$ cat config.mk
export PLATFORM = sky130hd
export DESIGN_NAME = shell_command_lexer_core_flat
export DESIGN_NICKNAME = d
export VERILOG_FILES = /design/src/rtl/slx_pkg.sv /design/src/rtl/slx_in_if.sv /design/src/rtl/slx_out_if.sv /design/src/rtl/slx_front.sv /design/src/rtl/slx_queue.sv /design/src/rtl/slx_back.sv /design/src/rtl/shell_command_lexer_core.sv /design/src/flat_wrapper.sv
export SDC_FILE = /design/constraint.sdc
export NUM_CORES = 1
export LEC_CHECK = 0
export ABC_AREA = 1
export BUFFER_PORTS_ARGS = -buffer_cell sky130_fd_sc_hd__buf_2
export CORE_ASPECT_RATIO = 1.2
export CORE_MARGIN = 10
export CORE_UTILIZATION = 46
export DETAILED_ROUTE_END_ITERATION = 10
export SLEW_MARGIN = 20
export SYNTH_ARGS = -nofsm -noshare
export SYNTH_HDL_FRONTEND = slang
export SYNTH_SLANG_ARGS = --single-unit
$ cat constraint.sdc
create_clock -name clk -period 9.46 [get_ports clk]
set_clock_uncertainty 0.2 [all_clocks]
set_input_delay 2.365 -clock clk [delete_from_list [all_inputs] [get_ports clk]]
set_output_delay 2.365 -clock clk [all_outputs]
set_load 0.02 [all_outputs]
$ cat src/rtl/slx_pkg.sv
// Shared types and constants for the shell command lexer.
// Depends on nothing; the front end, queue, back end and top level import it.
package slx_pkg;

  // Result kinds on the event channel
  localparam logic [2:0] K_BYTE   = 3'd0;
  localparam logic [2:0] K_WEND   = 3'd1;
  localparam logic [2:0] K_PIPE   = 3'd2;
  localparam logic [2:0] K_TRUNC  = 3'd3;
  localparam logic [2:0] K_APPEND = 3'd4;
  localparam logic [2:0] K_LINE   = 3'd5;
  localparam logic [2:0] K_INPUT  = 3'd6;

  // Bytes with a meaning to the lexer
  localparam logic [7:0] CH_SPACE = 8'h20;
  localparam logic [7:0] CH_PIPE  = 8'h7C;
  localparam logic [7:0] CH_GT    = 8'h3E;
  localparam logic [7:0] CH_HASH  = 8'h23;
  localparam logic [7:0] CH_NL    = 8'h0A;
  localparam logic [7:0] CH_DQ    = 8'h22;
  localparam logic [7:0] CH_SQ    = 8'h27;
  localparam logic [7:0] CH_BSL   = 8'h5C;
  localparam logic [7:0] CH_TAB   = 8'h09;
  localparam logic [7:0] CH_CR    = 8'h0D;

  // One result
  typedef struct packed {
    logic [2:0] kind;
    logic [7:0] data;
  } event_t;

  // All results of one item; an item with no result is never queued
  typedef struct packed {
    logic   two;   // second event is valid
    event_t ev0;
    event_t ev1;
  } entry_t;

endpackage

$ cat src/rtl/slx_in_if.sv
// Input channel of the lexer: one byte or an end-of-input mark per item.
// Stand-alone; no package needed.
interface slx_in_if;
  logic       valid;
  logic       ready;
  logic [7:0] char_in;
  logic       end_of_input;

  modport source (output valid, output char_in, output end_of_input, input ready);
  modport sink   (input valid, input char_in, input end_of_input, output ready);
endinterface

$ cat src/rtl/slx_out_if.sv
// Output channel of the lexer: one event per item.
// Stand-alone; no package needed.
interface slx_out_if;
  logic       valid;
  logic       ready;
  logic [2:0] event_kind;
  logic [7:0] word_byte;
  logic       last_of_run;

  modport source (output valid, output event_kind, output word_byte, output last_of_run,
                  input ready);
  modport sink   (input valid, input event_kind, input word_byte, input last_of_run,
                  output ready);
endinterface

$ cat src/rtl/slx_front.sv
// Front end: accepts input items, runs the lexer state and classifies each
// item into zero, one or two events. Depends on slx_pkg and slx_in_if.
module slx_front (
  input  logic           clk,
  input  logic           rst,
  slx_in_if.sink         chars,
  input  logic           q_full,
  output logic           push,
  output slx_pkg::entry_t push_entry
);
  import slx_pkg::*;

  localparam logic [3:0] M_SKIP    = 4'd0;
  localparam logic [3:0] M_WORD    = 4'd1;
  localparam logic [3:0] M_ESC     = 4'd2;
  localparam logic [3:0] M_SQ      = 4'd3;
  localparam logic [3:0] M_DQ      = 4'd4;
  localparam logic [3:0] M_SQ_ESC  = 4'd5;
  localparam logic [3:0] M_DQ_ESC  = 4'd6;
  localparam logic [3:0] M_REDIR   = 4'd7;
  localparam logic [3:0] M_COMMENT = 4'd8;

  logic [3:0] mode, mode_next;
  logic       word_open, word_open_next;
  logic [1:0] n;
  event_t     evs [2];
  logic       fire;
  logic [7:0] c;
  logic [7:0] q;

  assign chars.ready = !q_full;
  assign fire        = chars.valid && !q_full;
  assign c           = chars.char_in;

  always_comb begin
    mode_next      = mode;
    word_open_next = word_open;
    n              = 2'd0;
    evs[0]         = '0;
    evs[1]         = '0;
    q              = (mode == M_SQ_ESC) ? CH_SQ : CH_DQ;
    if (chars.end_of_input) begin
      if (mode == M_REDIR) begin
        evs[n[0]] = '{kind: K_TRUNC, data: 8'd0};
        n = n + 2'd1;
      end
      if (word_open_next) begin
        evs[n[0]] = '{kind: K_WEND, data: 8'd0};
        n = n + 2'd1;
        word_open_next = 1'b0;
      end
      evs[n[0]] = '{kind: K_INPUT, data: 8'd0};
      n = n + 2'd1;
      mode_next = M_SKIP;
    end else begin
      unique case (mode)
        M_ESC: begin
          // tab, newline, VT, FF and CR are dropped; backslash-newline continues
          if (!(c >= CH_TAB && c <= CH_CR)) begin
            evs[0] = '{kind: K_BYTE, data: c};
            n = 2'd1;
            word_open_next = 1'b1;
          end
          mode_next = M_WORD;
        end
        M_SQ, M_DQ: begin
          if (c == CH_BSL) begin
            mode_next = (mode == M_SQ) ? M_SQ_ESC : M_DQ_ESC;
          end else if (c == ((mode == M_SQ) ? CH_SQ : CH_DQ)) begin
            mode_next = M_WORD;
          end else begin
            evs[0] = '{kind: K_BYTE, data: c};
            n = 2'd1;
            word_open_next = 1'b1;
          end
        end
        M_SQ_ESC, M_DQ_ESC: begin
          if (c == CH_BSL || c == q) begin
            evs[0] = '{kind: K_BYTE, data: c};
            n = 2'd1;
            word_open_next = 1'b1;
          end else if (c != CH_NL) begin
            evs[0] = '{kind: K_BYTE, data: CH_BSL};
            evs[1] = '{kind: K_BYTE, data: c};
            n = 2'd2;
            word_open_next = 1'b1;
          end
          mode_next = (mode == M_SQ_ESC) ? M_SQ : M_DQ;
        end
        M_REDIR: begin
          if (c == CH_GT) begin
            evs[0] = '{kind: K_APPEND, data: 8'd0};
            n = 2'd1;
            mode_next = M_SKIP;
          end else begin
            evs[0] = '{kind: K_TRUNC, data: 8'd0};
            n = 2'd1;
            if (c == CH_SPACE) begin
              mode_next = M_SKIP;
            end else begin
              evs[1] = '{kind: K_BYTE, data: c};
              n = 2'd2;
              word_open_next = 1'b1;
              mode_next = M_WORD;
            end
          end
        end
        M_COMMENT: begin
          if (c == CH_NL) begin
            evs[0] = '{kind: K_LINE, data: 8'd0};
            n = 2'd1;
            mode_next = M_SKIP;
          end
        end
        default: begin
          // skip-spaces and in-word modes; unused codes behave the same
          case (c)
            CH_SPACE, CH_PIPE, CH_GT, CH_HASH, CH_NL: begin
              if (word_open_next) begin
                evs[0] = '{kind: K_WEND, data: 8'd0};
                n = 2'd1;
                word_open_next = 1'b0;
              end
              if (c == CH_PIPE) begin
                evs[n[0]] = '{kind: K_PIPE, data: 8'd0};
                n = n + 2'd1;
              end else if (c == CH_NL) begin
                evs[n[0]] = '{kind: K_LINE, data: 8'd0};
                n = n + 2'd1;
              end
              if (c == CH_GT) begin
                mode_next = M_REDIR;
              end else if (c == CH_HASH) begin
                mode_next = M_COMMENT;
              end else begin
                mode_next = M_SKIP;
              end
            end
            CH_SQ:  mode_next = M_SQ;
            CH_DQ:  mode_next = M_DQ;
            CH_BSL: mode_next = M_ESC;
            default: begin
              evs[0] = '{kind: K_BYTE, data: c};
              n = 2'd1;
              word_open_next = 1'b1;
              mode_next = M_WORD;
            end
          endcase
        end
      endcase
    end
  end

  assign push           = fire && (n != 2'd0);
  assign push_entry.two = n[1];
  assign push_entry.ev0 = evs[0];
  assign push_entry.ev1 = evs[1];

  always_ff @(posedge clk) begin
    if (rst) begin
      mode      <= M_SKIP;
      word_open <= 1'b0;
    end else if (fire) begin
      mode      <= mode_next;
      word_open <= word_open_next;
    end
  end

endmodule

$ cat src/rtl/slx_queue.sv
// Short queue of event bundles between front and back end.
// Depends on slx_pkg.
module slx_queue #(
  parameter int DEPTH = 4
) (
  input  logic            clk,
  input  logic            rst,
  input  logic            push,
  input  slx_pkg::entry_t push_entry,
  input  logic            pop,
  output logic            full,
  output logic            not_empty,
  output slx_pkg::entry_t head
);
  import slx_pkg::*;

  localparam int PW = (DEPTH > 1) ? $clog2(DEPTH) : 1;
  localparam int CW = $clog2(DEPTH + 1);
  localparam logic [PW-1:0] LAST_PTR = PW'(DEPTH - 1);
  localparam logic [CW-1:0] FULL_CNT = CW'(DEPTH);

  entry_t        mem [DEPTH];
  logic [PW-1:0] wr_ptr, rd_ptr;
  logic [CW-1:0] count;
  logic          do_pop;

  assign full      = (count == FULL_CNT);
  assign not_empty = (count != '0);
  assign head      = mem[rd_ptr];
  assign do_pop    = pop && not_empty;

  always_ff @(posedge clk) begin
    if (push) begin
      mem[wr_ptr] <= push_entry;
    end
  end

  always_ff @(posedge clk) begin
    if (rst) begin
      wr_ptr <= '0;
      rd_ptr <= '0;
      count  <= '0;
    end else begin
      if (push) begin
        wr_ptr <= (wr_ptr == LAST_PTR) ? '0 : wr_ptr + 1'b1;
      end
      if (do_pop) begin
        rd_ptr <= (rd_ptr == LAST_PTR) ? '0 : rd_ptr + 1'b1;
      end
      if (push && !do_pop) begin
        count <= count + 1'b1;
      end else if (!push && do_pop) begin
        count <= count - 1'b1;
      end
    end
  end

endmodule

$ cat src/rtl/slx_back.sv
// Back end: drains queued bundles into the output register, one event a
// cycle while the output is not stalled. Depends on slx_pkg and slx_out_if.
module slx_back (
  input  logic            clk,
  input  logic            rst,
  input  logic            head_valid,
  input  slx_pkg::entry_t head,
  output logic            pop,
  slx_out_if.source       events
);
  import slx_pkg::*;

  logic   phase;   // 1 while the second event of the head is due
  logic   load;
  logic   is_last;
  event_t cur;

  assign load    = head_valid && (!events.valid || events.ready);
  assign is_last = phase || !head.two;
  assign cur     = phase ? head.ev1 : head.ev0;
  assign pop     = load && is_last;

  always_ff @(posedge clk) begin
    if (rst) begin
      events.valid <= 1'b0;
      phase        <= 1'b0;
    end else begin
      if (load) begin
        events.valid <= 1'b1;
        phase        <= !is_last;
      end else if (events.ready) begin
        events.valid <= 1'b0;
      end
    end
  end

  always_ff @(posedge clk) begin
    if (load) begin
      events.event_kind  <= cur.kind;
      events.word_byte   <= cur.data;
      events.last_of_run <= is_last;
    end
  end

endmodule

$ cat src/rtl/shell_command_lexer_core.sv
// Top level of the shell command lexer: front end, bundle queue, back end.
// Depends on slx_pkg, slx_in_if, slx_out_if, slx_front, slx_queue, slx_back.
//
// Usage
//   chars  : one item per command-line byte (char_in), or an end-of-input
//            mark (end_of_input = 1, char_in ignored). valid/ready handshake.
//   events : one item per lexer event: word byte, word end, pipe, redirect
//            truncate, redirect append, line end, input end. last_of_run
//            marks the final event caused by one input item.
//   An input item yields zero, one or two events. Items yielding none
//   (quotes, backslash, skipped spaces, comment bytes) leave no trace.
// Timing
//   An accepted item is written into the queue; its first event is loaded
//   from the queue head into the output register once the output is free.
//   The back end sends one event per cycle while the output is not stalled,
//   and the input is taken every cycle while the queue has room.
// Stalls and reset
//   A stalled output holds its event; the front end keeps accepting until the
//   QUEUE_DEPTH-entry queue fills, then drops chars.ready.
//   Synchronous reset empties the queue, drops events.valid and puts the
//   lexer in skip-spaces mode with no word open.
module shell_command_lexer_core #(
  parameter int QUEUE_DEPTH = 4
) (
  input  logic      clk,
  input  logic      rst,
  slx_in_if.sink    chars,
  slx_out_if.source events
);
  import slx_pkg::*;

  logic   push, pop, q_full, q_not_empty;
  entry_t push_entry, head;

  // Lexer state and classification
  slx_front u_front (
    .clk        (clk),
    .rst        (rst),
    .chars      (chars),
    .q_full     (q_full),
    .push       (push),
    .push_entry (push_entry)
  );

  // Bundles of one or two events per item
  slx_queue #(
    .DEPTH (QUEUE_DEPTH)
  ) u_queue (
    .clk        (clk),
    .rst        (rst),
    .push       (push),
    .push_entry (push_entry),
    .pop        (pop),
    .full       (q_full),
    .not_empty  (q_not_empty),
    .head       (head)
  );

  // Serialise bundles onto the event channel
  slx_back u_back (
    .clk        (clk),
    .rst        (rst),
    .head_valid (q_not_empty),
    .head       (head),
    .pop        (pop),
    .events     (events)
  );

endmodule
$ cat src/flat_wrapper.sv
// flat-port wrapper written by rule: the top's interface ports become plain ports
module shell_command_lexer_core_flat import slx_pkg::*;
#(
  parameter int QUEUE_DEPTH = 4
)
  (clk, rst, chars_valid, chars_char_in, chars_end_of_input, chars_ready, events_valid, events_event_kind, events_word_byte, events_last_of_run, events_ready);
  slx_in_if chars_i ();
  slx_out_if events_i ();
  input  logic clk;
  input  logic rst;
  input wire logic [$bits(chars_i.valid)-1:0] chars_valid;
  input wire logic [$bits(chars_i.char_in)-1:0] chars_char_in;
  input wire logic [$bits(chars_i.end_of_input)-1:0] chars_end_of_input;
  output wire logic [$bits(chars_i.ready)-1:0] chars_ready;
  output wire logic [$bits(events_i.valid)-1:0] events_valid;
  output wire logic [$bits(events_i.event_kind)-1:0] events_event_kind;
  output wire logic [$bits(events_i.word_byte)-1:0] events_word_byte;
  output wire logic [$bits(events_i.last_of_run)-1:0] events_last_of_run;
  input wire logic [$bits(events_i.ready)-1:0] events_ready;
  assign chars_i.valid = chars_valid;
  assign chars_i.char_in = chars_char_in;
  assign chars_i.end_of_input = chars_end_of_input;
  assign chars_ready = chars_i.ready;
  assign events_valid = events_i.valid;
  assign events_event_kind = events_i.event_kind;
  assign events_word_byte = events_i.word_byte;
  assign events_last_of_run = events_i.last_of_run;
  assign events_i.ready = events_ready;
  shell_command_lexer_core #(.QUEUE_DEPTH(QUEUE_DEPTH)) u_core (.clk(clk), .rst(rst), .chars(chars_i), .events(events_i));
endmodule
==> impl_results.md <==
- Run status: completed
- Largest fanout on the critical path: 6
- Clock Path Buffers: 2
- Syn Nets: roughly 600
- Mux contribution to synthesized area: 0%
- Critical path endpoint category: flip-flop
- Pre-CTS setup slack: 4.238 ns
- Post-layout min period: approximately 4.8 ns
- Die width: about 120 um
- RSZ-0062 raised after global routing: no
- Critical path's top delay family: adder cells
- Cell mode on critical path: inv_1
- Avg Cell Area, Syn: about 9.9 um^2
- Worst rel slew slack: between 30% and 40%
- CP max-delay cell: fa_1
- Placed Area: 6047 um^2
- Seq/Total Area, Yosys: 60.01%
- Fin util: 54.27%
- Vias per inst: 5.286
- Area delta synth->final: 15.07%
- #FFs+latches synth: 120
- Pwr per Cell Area: between 200 and 300 nW/um^2
- Hold Path Depth: 2
- Initial Util: between 40 and 50%
- Clock-pin slew on the worst setup and hold paths: about 0.06 ns
- H-tree depth: 4
- Clk Latency, worst-skew pair: roughly 0.4 ns
- Pleak: approximately 2.7 nW
- Largest net degree at the start of global routing: between 40 and 50
- Most frequent cells in the layout: 112 x nor2_1, 104 x edfxtp_1, 75 x nand2_1
- Total Routing Usage GR: between 10% and 20%
- DR iter-0 viols: approximately 370
- Clock Root Buffer: clkbuf_16
- Startpoint type of the worst setup path: input port
- CTS hold repair buffers: 0
- Ys async rst share: 0%
- FILL cells: 1100
- Worst r2r path cells: 17
- Post-DP HPWL: between 8 and 9 mm
- Post-route cell area: 6603 um^2
- Die Ht: ~140 um
- Setup TNS Final: 0 ns
- Post-Syn Area: roughly 5700 um^2
- Post_cts resized: 0
- Top FF cell, synth: edfxtp_1
- Antenna Violating Nets Remaining: 0
- Die Area: 17360 um^2
- Clock sinks: 120
- Final WS setup: about 4.7 ns
- DR WL/cell: around 17 um
- Crit path cell chain: buf_2 -> inv_1 -> nand2_1 -> nor2_2 -> nand2_4 -> ha_1 -> o21ai_1 -> inv_1 -> nand2_2 -> nand3_2 -> nand2_1 -> nand2_1 -> nand2_2 -> nand2_4 -> nand2_4 -> inv_1 -> ha_1 -> inv_1 -> fa_1 -> o21ai_0 -> a21oi_1
- Number of setup buffers added after CTS: 0
- Cell variety after synth: 39
- CP Class: input port to flip-flop
- Final Hold Viols: 0
- Via count: 4171
- Xor/xnor share of the synthesized area: 0%
- Post-Route WL: 13.08 mm
- Fin crit share: 50.70%
- Hold Path Sink: u_core.u_front.mode[0]
- Max Fclk: around 210 MHz
- Final Slew Violations: 0
- Diode count: 0
- Worst Path Required: 9.55 ns
- CP Data Arrival Time: 4.89 ns
- Nets: ~640
- DRC: 0
- Share of cells above drive strength 1: between 10% and 20%
- R2R Path Start: u_core.u_front.mode[1]
- Worst-Margin Slew: between 0.9 and 1 ns
- Num CTS Buffers: 17
- TritonRoute pass-1 iters: 4
- Global placement routability congestion: slightly above 0.9
- I/O pins: 27
- CP Buf/Inv Count: 5
- Min-delay worst type: flip-flop to flip-flop
- Initial antenna violation count: 0
- RR Endpoint: u_core.u_queue.count[2]
- Largest family of logic cells by synthesized area: simple AND/OR/NAND/NOR gates
- Synth Area in Compound Gates: between 10% and 20%
- EDFF count, synth: between 100 and 150
- Vias in the first global route: between 4000 and 5000
- Row cnt: 44
- Synth Area in Adders: 2.966%
- Gate count after technology mapping: 580
- Setup Viol. Count Final: 0
- Crit-path max cell delay: approximately 0.42 ns
- R2R Setup Slk: 6.19 ns
- Most common cell after layout, fill and taps aside: nor2_1
- CTS tree: done
- Core area: around 12000 um^2
- Startpoint of the worst hold path: u_core.u_front.mode[0]
- First-pass GRT wire length: 21.12 mm
- YS warnings: 0
- VDD IR-drop max: roughly 0.11 mV
- Buffers on Ports: 26
- Remaining Overflow, GRT: 0
- Max Cap Viol: 0
- Post-Synth Simple-Gate Area: 20.28%
cell usage after synthesis (2+ instances only):
cell type | instances | share of area, %
nor2_1 | 112 | 7.3
edfxtp_1 | 104 | 54
nand2_1 | 75 | 4.9
o21ai_0 | 62 | 5.4
inv_1 | 49 | 3.2
a21oi_1 | 20 | 1.7
nand3_1 | 17 | 1.5
dfxtp_1 | 16 | 5.6
clkbuf_1 | 14 | 0.92
a31oi_1 | 12 | 1.3
ha_1 | 12 | 2.6
o22ai_1 | 12 | 1.3
nor3_1 | 11 | 0.96
nand2_2 | 8 | 0.87
nand2_4 | 8 | 1.6
nor2_2 | 8 | 0.87
inv_2 | 7 | 0.46
nand4_1 | 7 | 0.76
nand3_2 | 2 | 0.35
nand3b_1 | 2 | 0.26
nor2_4 | 2 | 0.39
o311ai_1 | 2 | 0.31
o31ai_1 | 2 | 0.26
worst max-delay path by stage:
stage	cells past startpoint	slack [ns]	startpoint	end
finish	21	4.66	chars_char_in[5]	u_core.u_queue.count[1]
CTS	21	4.67	chars_char_in[4]	u_core.u_queue.count[1]
detailed placement	21	4.24	chars_char_in[4]	u_core.u_queue.count[1]
floorplan	20	4.62	chars_char_in[0]	u_core.u_queue.count[1]
global placement	21	4.33	chars_char_in[0]	u_core.u_queue.count[1]
global route	22	4.36	chars_char_in[4]	u_core.u_queue.count[2]
registers in the layout, summed over array words and instances, names as in the netlist, named ones only:
| signal | flops |
|---|---|
| u_core.u_back.events.word_byte | 8 |
| u_core.u_back.phase | 1 |
| u_core.u_queue.mem | 92 |
| u_core.u_back.events.last_of_run | 1 |
| u_core.u_front.word_open | 1 |
| u_core.u_front.mode | 4 |
| u_core.u_queue.count | 3 |
| u_core.u_back.events.event_kind | 3 |
| u_core.u_queue.rd_ptr | 2 |
| u_core.u_queue.wr_ptr | 2 |
| u_core.u_back.events.valid | 1 |
metrics by stage:
stage | power [W] | cells | hold slack [ns]
floorplan | 0.001106 | 580 | 0.2584
global placement | 0.001255 | 757 | 0.2887
finish | 0.001841 | 789 | 0.3066
CTS | 0.001860 | 789 | 0.3085
detailed placement | 0.001267 | 757 | 0.3009
global route | 0.001953 | 789 | 0.3399
final cells by class:
type / instances / area, um^2 / area share [%]
clock buffer: 18 / 429.2 / 6.500
timing repair buffer: 33 / 182.7 / 2.767
tap: 161 / 201.4 / 3.051
clock inverter: 14 / 126.4 / 1.914
inverter: 58 / 222.7 / 3.373
multi-input combinational: 385 / 1997 / 30.24
sequential: 120 / 3443 / 52.15
worst min-delay path, stage by stage (launching register included):
cell     delay [ns]
dfxtp_1        0.33
nand2_1        0.07
a21oi_1        0.06
per-layer routing:
layer	GRT usage (%)	share of wire (%)	wire (um)	vias up
li1	-	-	-	2074
met1	17.81	42	5474	1981
met2	26.96	52	6769	97
met3	3.057	4.3	567	19
met4	7.228	2.0	263	0
met5	0	0	0	-
cells by family (layout without fill, tap and decap cells):
kind of cell | count (synthesis) | after routing
simple gates | 254 | 254
compound gates | 118 | 118
fa+ha+maj | 13 | 13
flops | 120 | 120
buf+inv | 75 | 123
where the power goes:
group          internal, W  total, W  leakage [nW]  switching (W)
Sequential        0.000696  0.000722          1.13      0.0000268
Clock             0.000361  0.000591         0.259       0.000230
Combinational     0.000157  0.000528          1.29       0.000370
Total              0.00121   0.00184          2.67       0.000627
Power figures use the tool's default switching activity.
